File: src/sv/speck128_block_cipher_top_defines.svh
// Assertion macros shared by the Speck128 block cipher RTL.
`ifndef SPECK128_BLOCK_CIPHER_TOP_DEFINES_SVH
`define SPECK128_BLOCK_CIPHER_TOP_DEFINES_SVH

// Same-cycle implication, checked on every rising edge outside reset.
`define SPECK_ASSERT_NOW(label, ante, cons, msg) \
  label: assert property (@(posedge clk) disable iff (rst) (ante) |-> (cons)) else $error(msg);

// Next-cycle implication, checked on every rising edge outside reset.
`define SPECK_ASSERT_NEXT(label, ante, cons, msg) \
  label: assert property (@(posedge clk) disable iff (rst) (ante) |=> (cons)) else $error(msg);

`endif

File: src/sv/speck_pkg.sv
// Package with the shared types, constants and helper functions of the Speck128 cipher.
`timescale 1ns / 1ps

package speck_pkg;

  localparam int unsigned MAX_ROUNDS = 34;
  localparam int unsigned WORD_W     = 64;
  localparam int unsigned RK_AW      = $clog2(MAX_ROUNDS);
  localparam int unsigned CNT_W      = $clog2(MAX_ROUNDS + 1);
  localparam int unsigned CFG_IDX_W  = 3;
  localparam int unsigned NUM_KEY_WORDS = 4;

  typedef logic [WORD_W-1:0] word_t;
  typedef logic [CNT_W-1:0]  cnt_t;
  typedef logic [RK_AW-1:0]  rk_addr_t;

  // Configuration register indexes.
  typedef enum logic [CFG_IDX_W-1:0] {
    CFG_KEY_SIZE   = 3'd0,
    CFG_KEY_WORD_0 = 3'd1,
    CFG_KEY_WORD_1 = 3'd2,
    CFG_KEY_WORD_2 = 3'd3,
    CFG_KEY_WORD_3 = 3'd4
  } cfg_reg_t;

  // Decoded key sizes.
  typedef enum logic [1:0] {
    KEY_128 = 2'd0,
    KEY_192 = 2'd1,
    KEY_256 = 2'd2
  } key_sz_t;

  typedef enum logic [2:0] {
    ST_IDLE,
    ST_EXPAND,
    ST_PRIME,
    ST_ROUND,
    ST_DONE
  } state_t;

  // Control from the sequencer to the datapath.
  typedef struct packed {
    logic  load_block;
    logic  load_keys;
    logic  expand_step;
    logic  expand_last;
    logic  round_step;
    logic  decrypt;
    cnt_t  step;
  } dp_ctrl_t;

  function automatic word_t rotr64(input word_t v, input int unsigned n);
    return (v >> n) | (v << (WORD_W - n));
  endfunction

  function automatic word_t rotl64(input word_t v, input int unsigned n);
    return (v << n) | (v >> (WORD_W - n));
  endfunction

  // The unused size code behaves as a 256-bit key.
  function automatic key_sz_t size_code(input logic [1:0] ks);
    key_sz_t sz;
    unique case (ks)
      2'd0:    sz = KEY_128;
      2'd1:    sz = KEY_192;
      default: sz = KEY_256;
    endcase
    return sz;
  endfunction

  function automatic cnt_t round_count(input key_sz_t sz);
    int unsigned t;
    t = 32 + int'(sz);
    if (t > MAX_ROUNDS) begin
      t = MAX_ROUNDS;
    end
    return CNT_W'(t);
  endfunction

endpackage

File: src/sv/speck_ram.sv
// Generic single-write, single-read RAM with a registered read port.
`timescale 1ns / 1ps

module speck_ram #(
  parameter int unsigned WIDTH = 64,
  parameter int unsigned DEPTH = 34
) (
  input  logic                     clk,
  input  logic                     we,
  input  logic [$clog2(DEPTH)-1:0] waddr,
  input  logic [WIDTH-1:0]         wdata,
  input  logic [$clog2(DEPTH)-1:0] raddr,
  output logic [WIDTH-1:0]         rdata
);

  logic [WIDTH-1:0] mem [DEPTH];

  always_ff @(posedge clk) begin
    if (we) begin
      mem[waddr] <= wdata;
    end
    rdata <= mem[raddr];
  end

endmodule

File: src/sv/speck_datapath.sv
// Speck128 datapath: block and key schedule registers around one shared 64-bit adder.
`timescale 1ns / 1ps

module speck_datapath
  import speck_pkg::*;
(
  input  logic                          clk,
  input  dp_ctrl_t                      ctl,
  input  key_sz_t                       sz,
  input  word_t [NUM_KEY_WORDS-1:0]     key_word,
  input  word_t                         block_hi,
  input  word_t                         block_lo,
  input  word_t                         rk,
  output word_t                         sched_key,
  output word_t                         result_hi,
  output word_t                         result_lo
);

  word_t x, y, k, l0, l1, l2;
  word_t opa, opb, sum;
  logic  sub;
  word_t enc_x, enc_y, dec_x, dec_y, nl_word, k_next;

  // One adder serves the key schedule, the encrypt round and the decrypt round.
  always_comb begin
    dec_y = rotr64(x ^ y, 3);
    if (ctl.expand_step) begin
      opa = k;
      opb = rotr64(l0, 8);
      sub = 1'b0;
    end else if (ctl.decrypt) begin
      opa = x ^ rk;
      opb = dec_y;
      sub = 1'b1;
    end else begin
      opa = rotr64(x, 8);
      opb = y;
      sub = 1'b0;
    end
    sum = sub ? (opa - opb) : (opa + opb);

    enc_x   = sum ^ rk;
    enc_y   = rotl64(y, 3) ^ enc_x;
    dec_x   = rotl64(sum, 8);
    nl_word = sum ^ WORD_W'(ctl.step);
    k_next  = nl_word ^ rotl64(k, 3);
  end

  always_ff @(posedge clk) begin
    if (ctl.load_block) begin
      x <= block_hi;
      y <= block_lo;
    end else if (ctl.round_step) begin
      if (ctl.decrypt) begin
        x <= dec_x;
        y <= dec_y;
      end else begin
        x <= enc_x;
        y <= enc_y;
      end
    end

    if (ctl.load_keys) begin
      unique case (sz)
        KEY_128: begin
          l0 <= key_word[0];
          k  <= key_word[1];
        end
        KEY_192: begin
          l0 <= key_word[1];
          l1 <= key_word[0];
          k  <= key_word[2];
        end
        default: begin
          l0 <= key_word[2];
          l1 <= key_word[1];
          l2 <= key_word[0];
          k  <= key_word[3];
        end
      endcase
    end else if (ctl.expand_step) begin
      // The l-word queue is sz+1 deep; the new word enters at its tail.
      l0 <= (sz == KEY_128) ? nl_word : l1;
      l1 <= (sz == KEY_192) ? nl_word : l2;
      l2 <= nl_word;
      k  <= k_next;
    end
  end

  assign sched_key = k;
  assign result_hi = x;
  assign result_lo = y;

endmodule

File: src/sv/speck_ctrl.sv
// Speck128 sequencer: key expansion, key store addressing and round counting.
`timescale 1ns / 1ps

module speck_ctrl
  import speck_pkg::*;
(
  input  logic     clk,
  input  logic     rst,
  input  logic     start,
  input  logic     command,
  input  logic     keys_ready,
  input  cnt_t     rounds,
  output logic     busy,
  output logic     done,
  output rk_addr_t raddr,
  output dp_ctrl_t ctl
);

  state_t state, state_next;
  cnt_t   cnt, cnt_next;
  logic   cmd, cmd_next;
  cnt_t   last;
  cnt_t   cnt_inc;

  // Round key index for a given round: forward for encryption, reversed for decryption.
  function automatic rk_addr_t key_index(input logic dec, input cnt_t c, input cnt_t t);
    cnt_t i;
    i = dec ? (t - CNT_W'(1) - c) : c;
    return i[RK_AW-1:0];
  endfunction

  always_ff @(posedge clk) begin
    if (rst) begin
      state <= ST_IDLE;
      cnt   <= '0;
      cmd   <= 1'b0;
    end else begin
      state <= state_next;
      cnt   <= cnt_next;
      cmd   <= cmd_next;
    end
  end

  always_comb begin
    last       = rounds - CNT_W'(1);
    cnt_inc    = cnt + CNT_W'(1);
    state_next = state;
    cnt_next   = cnt;
    cmd_next   = cmd;
    raddr      = '0;
    ctl        = '0;
    ctl.decrypt = cmd;
    ctl.step    = cnt;
    busy       = 1'b0;
    done       = 1'b0;

    unique case (state)
      ST_IDLE, ST_DONE: begin
        done = (state == ST_DONE);
        if (start) begin
          cmd_next       = command;
          ctl.load_block = 1'b1;
          cnt_next       = '0;
          if (!keys_ready) begin
            ctl.load_keys = 1'b1;
            state_next    = ST_EXPAND;
          end else begin
            state_next = ST_PRIME;
          end
        end else begin
          state_next = ST_IDLE;
        end
      end
      ST_EXPAND: begin
        busy            = 1'b1;
        ctl.expand_step = 1'b1;
        if (cnt == last) begin
          ctl.expand_last = 1'b1;
          cnt_next        = '0;
          state_next      = ST_PRIME;
        end else begin
          cnt_next = cnt_inc;
        end
      end
      ST_PRIME: begin
        busy       = 1'b1;
        raddr      = key_index(cmd, '0, rounds);
        cnt_next   = '0;
        state_next = ST_ROUND;
      end
      ST_ROUND: begin
        busy           = 1'b1;
        ctl.round_step = 1'b1;
        if (cnt == last) begin
          state_next = ST_DONE;
        end else begin
          raddr    = key_index(cmd, cnt_inc, rounds);
          cnt_next = cnt_inc;
        end
      end
      default: begin
        state_next = ST_IDLE;
      end
    endcase
  end

endmodule

File: src/sv/speck128_block_cipher_top.sv
// Top level of the Speck128 block cipher with configuration registers and key store.
`timescale 1ns / 1ps
`include "speck128_block_cipher_top_defines.svh"

// Channel        Ports                                   Transaction
// -------------  --------------------------------------  --------------------------------
// block in       start, busy, command, block_hi/_lo      taken when start is high, busy low
// result out     done, result_hi, result_lo              valid for the one cycle done is high
// configuration  cfg_write, cfg_index, cfg_data          written at any edge with cfg_write
//
// A block passes from its accepting edge through a priming state for the registered read of
// the round key store, one round per cycle through the single shared 64-bit adder (32, 33
// or 34 rounds for 128-, 192- or 256-bit keys) and the done state, in which the next block
// may already be started. The first block after reset or after a write to a defined register
// first runs the key schedule, one round key per step, while it fills the store.
// Reset is synchronous and active high; the store needs no clearing. The receiver cannot stall.

module speck128_block_cipher_top
  import speck_pkg::*;
(
  input  logic                 clk,
  input  logic                 rst,
  input  logic                 start,
  output logic                 busy,
  input  logic                 command,
  input  logic [63:0]          block_hi,
  input  logic [63:0]          block_lo,
  output logic                 done,
  output logic [63:0]          result_hi,
  output logic [63:0]          result_lo,
  input  logic                 cfg_write,
  input  logic [CFG_IDX_W-1:0] cfg_index,
  input  logic [63:0]          cfg_data
);

  // Configuration registers; keys_ready drops on any write to a defined register.
  logic [1:0]                 key_len_sel;
  word_t [NUM_KEY_WORDS-1:0]  key_word;
  logic                       keys_ready;

  key_sz_t  sz;
  cnt_t     rounds;
  rk_addr_t raddr;
  dp_ctrl_t ctl;
  word_t    rk;
  word_t    sched_key;

  assign sz     = size_code(key_len_sel);
  assign rounds = round_count(sz);

  always_ff @(posedge clk) begin
    if (rst) begin
      key_len_sel <= '0;
      key_word    <= '0;
      keys_ready  <= 1'b0;
    end else begin
      if (cfg_write) begin
        unique case (cfg_index)
          CFG_KEY_SIZE: begin
            key_len_sel <= cfg_data[1:0];
            keys_ready  <= 1'b0;
          end
          CFG_KEY_WORD_0: begin
            key_word[0] <= cfg_data;
            keys_ready  <= 1'b0;
          end
          CFG_KEY_WORD_1: begin
            key_word[1] <= cfg_data;
            keys_ready  <= 1'b0;
          end
          CFG_KEY_WORD_2: begin
            key_word[2] <= cfg_data;
            keys_ready  <= 1'b0;
          end
          CFG_KEY_WORD_3: begin
            key_word[3] <= cfg_data;
            keys_ready  <= 1'b0;
          end
          default: begin
            // Writes beyond the register list are dropped.
          end
        endcase
      end else if (ctl.expand_last) begin
        keys_ready <= 1'b1;
      end
    end
  end

  speck_ctrl u_ctrl (
    .clk        (clk),
    .rst        (rst),
    .start      (start),
    .command    (command),
    .keys_ready (keys_ready),
    .rounds     (rounds),
    .busy       (busy),
    .done       (done),
    .raddr      (raddr),
    .ctl        (ctl)
  );

  // Round key store: written once per schedule step, read one round ahead.
  speck_ram #(
    .WIDTH (WORD_W),
    .DEPTH (MAX_ROUNDS)
  ) u_rk_ram (
    .clk   (clk),
    .we    (ctl.expand_step),
    .waddr (ctl.step[RK_AW-1:0]),
    .wdata (sched_key),
    .raddr (raddr),
    .rdata (rk)
  );

  speck_datapath u_dp (
    .clk       (clk),
    .ctl       (ctl),
    .sz        (sz),
    .key_word  (key_word),
    .block_hi  (block_hi),
    .block_lo  (block_lo),
    .rk        (rk),
    .sched_key (sched_key),
    .result_hi (result_hi),
    .result_lo (result_lo)
  );

  // The result strobe lasts a single cycle.
  `SPECK_ASSERT_NEXT(a_done_single, done, !done, "done held for more than one cycle")
  // An accepted block makes the block busy in the next cycle.
  `SPECK_ASSERT_NEXT(a_start_busy, start && !busy, busy, "accepted block did not start work")
  // The key store is written only while the expanded keys are stale.
  `SPECK_ASSERT_NOW(a_expand_stale, ctl.expand_step, !keys_ready, "key expansion with keys ready")
  // Results never appear while the block is still working.
  `SPECK_ASSERT_NOW(a_done_idle, done, !busy, "done raised while busy")

endmodule

File: config.mk
export PLATFORM = sky130hd
export DESIGN_NAME = speck128_block_cipher_top
export DESIGN_NICKNAME = d
export VERILOG_FILES = /design/src/sv/speck_pkg.sv /design/src/sv/speck_ram.sv /design/src/sv/speck_datapath.sv /design/src/sv/speck_ctrl.sv /design/src/sv/speck128_block_cipher_top.sv
export VERILOG_INCLUDE_DIRS = /design/src /design/src/sv
export SDC_FILE = /design/constraint.sdc
export NUM_CORES = 2
export LEC_CHECK = 0
export BUFFER_PORTS_ARGS = -buffer_cell sky130_fd_sc_hd__buf_2
export CORE_MARGIN = 2
export CORE_UTILIZATION = 30
export CTS_BUF_LIST = sky130_fd_sc_hd__clkbuf_8
export DETAILED_ROUTE_END_ITERATION = 12
export GPL_TIMING_DRIVEN = 0
export PLACE_DENSITY = 0.43
export SLEW_MARGIN = 20
export SYNTH_ARGS = -nofsm -noshare
export SYNTH_HDL_FRONTEND = slang
export SYNTH_SLANG_ARGS = --single-unit
File: constraint.sdc
create_clock -name clk -period 10.1 [get_ports clk]
set_input_delay 2.02 -clock clk [delete_from_list [all_inputs] [get_ports clk]]
set_output_delay 2.02 -clock clk [all_outputs]
set_load 0.02 [all_outputs]
== Word level (Yosys, flattened, before mapping) ==
Memories as Yosys holds them, arrays and structs flattened. A register that Yosys moved wholly into a read port is not among the register bits.
Index checks and enable logic that the tools add are counted.
Storage, ports and cells
  bits in registers: 653
  latch bits: 0
  RAM bits: 2176
  bits in read-only memories: 0
  input bits: 200
  word-level logic and storage cells: 131
  memories: 1
Memory list
  u_rk_ram.mem: depth 34, width 64, read ports 1, clocked after memory_dff 1, write ports 1, line speck_ram.sv:16  | logic [WIDTH-1:0] mem [DEPTH];
Operators by class
  $add $sub $neg: 6
  multiply operators: 0
  div/mod/pow operators: 0
  magnitude comparators: 1
  equality and inequality tests: 18
  shift operators: 0
  multiplexer cells: 55
  bitwise gates (word level): 12
  reduce and logical (&&, ||, !) cells: 23
Operators with widths (number)
  $mux W64: 22
  $pmux W64 S2: 3
  $xor A64 B64 Y64: 5
  $or A56 B64 Y64: 2
  $or A64 B3 Y64: 2
  $add A64 B64 Y64: 1
  $or A61 B64 Y64: 1
  $or A64 B8 Y64: 1
  $sub A64 B64 Y64: 1
  $xor A64 B6 Y64: 1
  $mux W6: 7
  $pmux W6 S4: 1
  $reduce_and A2 Y1: 10
  $eq A3 B2 Y1 const B: 4
  $mux W1: 12
  $pmux W3 S4: 1
  $pmux W6 S2: 1
  $ne A2 B2 Y1 const B: 5
  $mux W3: 3
  $mux W2: 4
  $add A6 B2 Y7 const A: 1
  $gt A7 B6 Y1 const B: 1
  $add A6 B1 Y6 const B: 1
  $eq A3 B1 Y1 const B: 2
  other kinds (15): 23

== Logic depth before layout (Yosys ltp) ==
  word-level depth: 17
  gate-level depth with buffers: 30

== Modules after synthesis ==
A second synthesis with hierarchy kept.
Unflattened totals
  cells, all modules: 8180
  area total of the unflattened synthesis: 127464.7 um2
Modules (own cells, without submodules)
  speck_ram: instances 1, cells each 3501, area each 83856.7 um2, sequential area each 66623.9 um2
  speck_datapath: instances 1, cells each 3626, area each 32185.9 um2, sequential area each 11531.1 um2
  speck128_block_cipher_top: instances 1, cells each 919, area each 10372.4 um2, sequential area each 5185.0 um2
  speck_ctrl: instances 1, cells each 134, area each 1049.8 um2, sequential area each 200.2 um2

== Worst setup path before layout ==
Ideal clock, no wire load.
  kind: input to register
  start: input start
  end: register u_dp.l1[0] (enable)
  setup time: 583 ps
  arrival time: 10271 ps
  slack: -755 ps
  stages: 7
  cell sequence: and2_1 nand2b_1 clkbuf_1 clkbuf_1 buf_1 nand2_1 a21boi_0
Between the ends
  longest elaborated chain between the ends: 4
  elaborated cells between the ends (all ways): 5
RTL lines
  from (decl): line speck128_block_cipher_top.sv:23  | input logic start,
  $mux W2 (*): line speck_ctrl.sv:60  | if (start) begin
  $mux W2 (*): line speck_ctrl.sv:57  | unique case (state)
  $ne A2 B2 Y1 (no source line) / $reduce_bool A2 Y1 (equally long branches)
  $reduce_and A2 Y1 (no source line) (*)
  to (signal assigned): line speck_datapath.sv:71  | l1 <= key_word[0];
  to (signal assigned): line speck_datapath.sv:76  | l1 <= key_word[1];
  to (signal assigned): line speck_datapath.sv:84  | l1 <= (sz == KEY_192) ? nl_word : l2;
  to (decl): line speck_datapath.sv:19  | word_t x, y, k, l0, l1, l2;
Every way passes the cells marked *; elsewhere a longest branch is shown, timed or not.
A chain may end at the register's enable or synchronous reset.

== Worst setup path in the final report ==
  start: register u_ctrl.state[0]
  end: register u_dp.x[47] (netlist: u_dp.result_hi[47]), data pin
Between the ends
  longest elaborated chain between the ends: 9
  elaborated cells between the ends (all ways): 17
RTL lines
  from (decl): line speck_ctrl.sv:19  | state_t state, state_next;
  from (signal assigned): line speck_ctrl.sv:38  | state <= state_next;
  $eq A3 B1 Y1: line speck_ctrl.sv:57
  $mux W2: line speck_ctrl.sv:57
  $mux W64: line speck_datapath.sv:27  | if (ctl.expand_step) begin
  $add A64 B64 Y64 / $sub A64 B64 Y64 (equally long branches): line speck_datapath.sv:40  | sum = sub ? (opa - opb) : (opa + opb);
  $mux W64: line speck_datapath.sv:40
  $xor A64 B64 Y64 / $or A64 B8 Y64 (equally long branches): line speck_datapath.sv:42, speck_pkg.sv:57
  $mux W64: line speck_datapath.sv:54  | if (ctl.decrypt) begin
  $mux W64: line speck_datapath.sv:53  | end else if (ctl.round_step) begin
  $mux W64 (*): line speck_datapath.sv:50  | if (ctl.load_block) begin
  to (signal assigned): line speck_datapath.sv:51  | x <= block_hi;
  to (signal assigned): line speck_datapath.sv:58  | x <= enc_x;
  to (decl): line speck_datapath.sv:19
Every way passes the cells marked *; elsewhere a longest branch is shown, timed or not. The select of a mux whose other input is x is not followed.

==> results.yml <==
route:
  vias: 84822
  detail-route-antenna-nets: 0
  drcViolationCount: 0
  drtIter0Drc: 7326
  via_per_inst: 5.22
  detail_route.first_pass.iterations: 6
  wl_per_cell_um: 34.7
  routed_wl_um: 563000
cts:
  clk_pin_slew_worst_setup_hold_paths_ps: 70
  cts_tree: "yes"
  post_cts_buffers: 0
  numCtsBuffers: 535
  clock_tree.root_cell: "sky130_fd_sc_hd__clkbuf_8"
  clock_insertion_delay_at_the_later_pin_of_the_skew_report_ps: 1240
  clock_sink_count: 2893
  h-tree-depth: 6
  max-clock-path-buffers: 4
logic_synthesis:
  ys_types: 85
  post_synthesis_sequential_area_ratio_pct: 66.0
  async_flop_share_pct: 0
  synth_top_cell_by_area: "sky130_fd_sc_hd__edfxtp_1"
  synthesis.yosys.warnings: 0
  synth_area_um2: 127000
  postSynthRegisterBits: 2893
  synth.top_cells.by_area: "sky130_fd_sc_hd__edfxtp_1 61%, sky130_fd_sc_hd__mux4_2 9.1%, sky130_fd_sc_hd__dfxtp_1 5.3%"
  postSynthNetCount: 9334
  dominantRegCellSynth: "sky130_fd_sc_hd__edfxtp_1"
  synthMostInstantiatedCell: "sky130_fd_sc_hd__edfxtp_1"
  synth_top_area_share_pct: 60.7
  number_of_flops_mapped_to_enable_cells_by_yosys: 2560
  synth_cells: 9047
  synth_common_cells: "2560 x sky130_fd_sc_hd__edfxtp_1, 1521 x sky130_fd_sc_hd__nand2_1, 791 x sky130_fd_sc_hd__a21oi_1"
  synthesis.area_per_instance_um2: 14.0
floorplanning:
  fp.dieArea_um2: 427000
  number_of_top_level_pins: 330
  die_w_um: 654
  floorplan.initialDensity_pct: 30.1
  design.core.area_um2: 420000
  die_h_um: 654
  placement_rows: 238
pwr:
  power.density_nw_per_um2: 328
  max-vdd-ir-drop_uv: 268
  p_leak_nw: 51.5
  report.power.total_w: 0.0497
timing:
  relative_slew_slack_pct: 14.3
  achievable-frequency_mhz: 97.8
  period_needed_ps: 10230
  holdWs_ps: 458
  period_share_pct: 101
  skew_ps: 106
  final-setup-viol-count: 5
  layout_setup_ws_ps: -127
  timing_max_transition_violations_final: 0
  rsz0062_at_grt: "no"
  slew_of_the_pin_with_the_lowest_slew_margin_ps: 1290
  hold_viol_final: 0
place:
  gp_congestion: 0.992
  placed_cell_area_um2: 142000
  port_buffers: 327
  place_hpwl_um: 445000
  place_ws_ps: -2770
outcome:
  status: "complete, but fails checks"
  violations: "negative setup slack"
global_route:
  grt_first_pass_wirelength_um: 749000
  grt_max_degree: 83
  groute.usage.overall_pct: 25.8
  first_global_vias: 87335
  total_gr_overflow: 0
  grt_antenna_before_repair: 64
setup_path:
  regToRegSetupSlack_ps: -130
  timing.critical_path.max_delay_family: "buffers and inverters"
  required_ps: 11030
  critPathMaxFanout: 10
  start_kind: "flop"
  critPathMaxStageDelay_ps: 770
  critical_path_class: "flop to flop"
  crit_path_top_delay_cell: "sky130_fd_sc_hd__a21oi_1"
  timing.critical_path.mode_cell: "sky130_fd_sc_hd__clkbuf_2"
  cp_num_buf_inv: 10
  critPathArrivalTime_ps: 11160
  crit_path_end_kind: "flop"
final_layout:
  num-nets-final: 10466
  design_area_um2: 152000
  drive_gt1_share_pct: 20.0
  syn_to_final_growth_pct: 19.9
min_path:
  worst_hold_path_class: "flop to flop"
flow_run:
  drv.max_cap_violation_count: 0
## where the power goes
group / internal, W / total, W / switching, W
clock: 0.00546 / 0.0107 / 0.00528
sequential: 0.0161 / 0.0181 / 0.00208
combinational: 0.00648 / 0.0209 / 0.0144
## layout make-up
cell class	instances	area [um^2]
tap	5640	7060
buffer	582	2640
antenna	22	55.1
sequential	2893	83500
clock buffer	569	7830
timing repair buffer	597	7090
multi-input combinational	5524	41300
clock inverter	367	2070
fill	40636	268000
inverter	46	173
## logic make-up (layout without fill, tap and decap cells)
family	after synthesis	in the layout	synth area share [%]
flip-flops	2893	2893	66.0
AND/OR/NAND/NOR	2423	2423	7.95
AO/OA/AOI/OAI	1731	1731	8.11
multiplexers	821	821	11.6
buffers and inverters	630	2161	2.12
XOR/XNOR	462	462	3.38
adder cells (fa/ha/maj)	87	87	0.872
other	0	22	0
## worst register-to-register path: stages, from the launching register on
cell and delay, ps:
sky130_fd_sc_hd__dfxtp_1 310, sky130_fd_sc_hd__buf_4 150, sky130_fd_sc_hd__nor3b_4 480, sky130_fd_sc_hd__buf_2 470, sky130_fd_sc_hd__clkdlybuf4s15_2 550, sky130_fd_sc_hd__clkbuf_2 440
sky130_fd_sc_hd__clkbuf_2 510, sky130_fd_sc_hd__clkbuf_2 470, sky130_fd_sc_hd__buf_1 390, sky130_fd_sc_hd__buf_6 250, sky130_fd_sc_hd__clkbuf_2 510, sky130_fd_sc_hd__clkbuf_2 600
sky130_fd_sc_hd__nand2_1 100, sky130_fd_sc_hd__o21ai_0 140, sky130_fd_sc_hd__ha_1 290, sky130_fd_sc_hd__o211ai_1 110, sky130_fd_sc_hd__a21oi_1 290, sky130_fd_sc_hd__a31o_2 400
sky130_fd_sc_hd__a31oi_1 320, sky130_fd_sc_hd__o21a_1 380, sky130_fd_sc_hd__nor4b_2 710, sky130_fd_sc_hd__o21ai_0 350, sky130_fd_sc_hd__a21oi_1 530, sky130_fd_sc_hd__nor2_1 240
sky130_fd_sc_hd__a21oi_1 770, sky130_fd_sc_hd__a21oi_1 160
## repair_timing
item / in CTS / in global routing
hold buffers: 0 / 0
gates cloned: 0 / 0
resized for setup: 41 / 3
endpoints found under the setup margin: 342 / 3
## flip-flops by register name, indices dropped and copies added, names as in the netlist
name	flops
u_dp.sched_key	64
u_dp.l1	64
u_dp.l0	64
keys_ready	1
u_dp.result_hi	64
u_dp.l2	64
key_word	256
key_len_sel	2
u_rk_ram.mem	2176
u_ctrl.cnt	6
u_ctrl.state	3
u_rk_ram.rdata	64
u_dp.result_lo	64
u_ctrl.cmd	1
## metrics by stage
stage | instances | utilization (%) | TNS (ps)
3_3_place_gp | 15014 | 32.2 | -3357770
3_5_place_dp | 15284 | 33.7 | -370280
6_report | 16240 | 36.1 | -334
2_1_floorplan | 9047 | - | 0
4_1_cts | 16218 | 36.1 | 0
5_1_grt | 16225 | 36.1 | 0
## routing by layer
| layer | part of all wire (%) | track usage, % |
|---|---|---|
| met2 | 50 | 44.8 |
| met1 | 39 | 30.5 |
| met3 | 5.1 | 3.54 |
| met5 | 0.0098 | 0 |
| met4 | 6.6 | 14.8 |
## placed cells by master (no fill, tap or decap), drive strengths merged, types with 124 or more instances in the layout
master  count
a31oi     124
nor2      518
buf       773
mux2i     285
a211oi    206
xnor2     288
a21oi     793
dfxtp     333
xor2      157
and3      154
o21ai     321
edfxtp   2560
clkinv    134
inv       260
nand2    1521
mux4      512
clkbuf    973
## path summary, 6_finish.rpt
check	startpoint	to	cells past startpoint
hold / removal	key_word[200]	key_word[200]	2
hold reg to reg	key_word[200]	key_word[200]	2
setup reg to reg	u_ctrl.state[0]	u_dp.result_hi[47]	25
setup / recovery	u_ctrl.state[0]	u_dp.result_hi[47]	25
(Power assumes the default switching activity.)
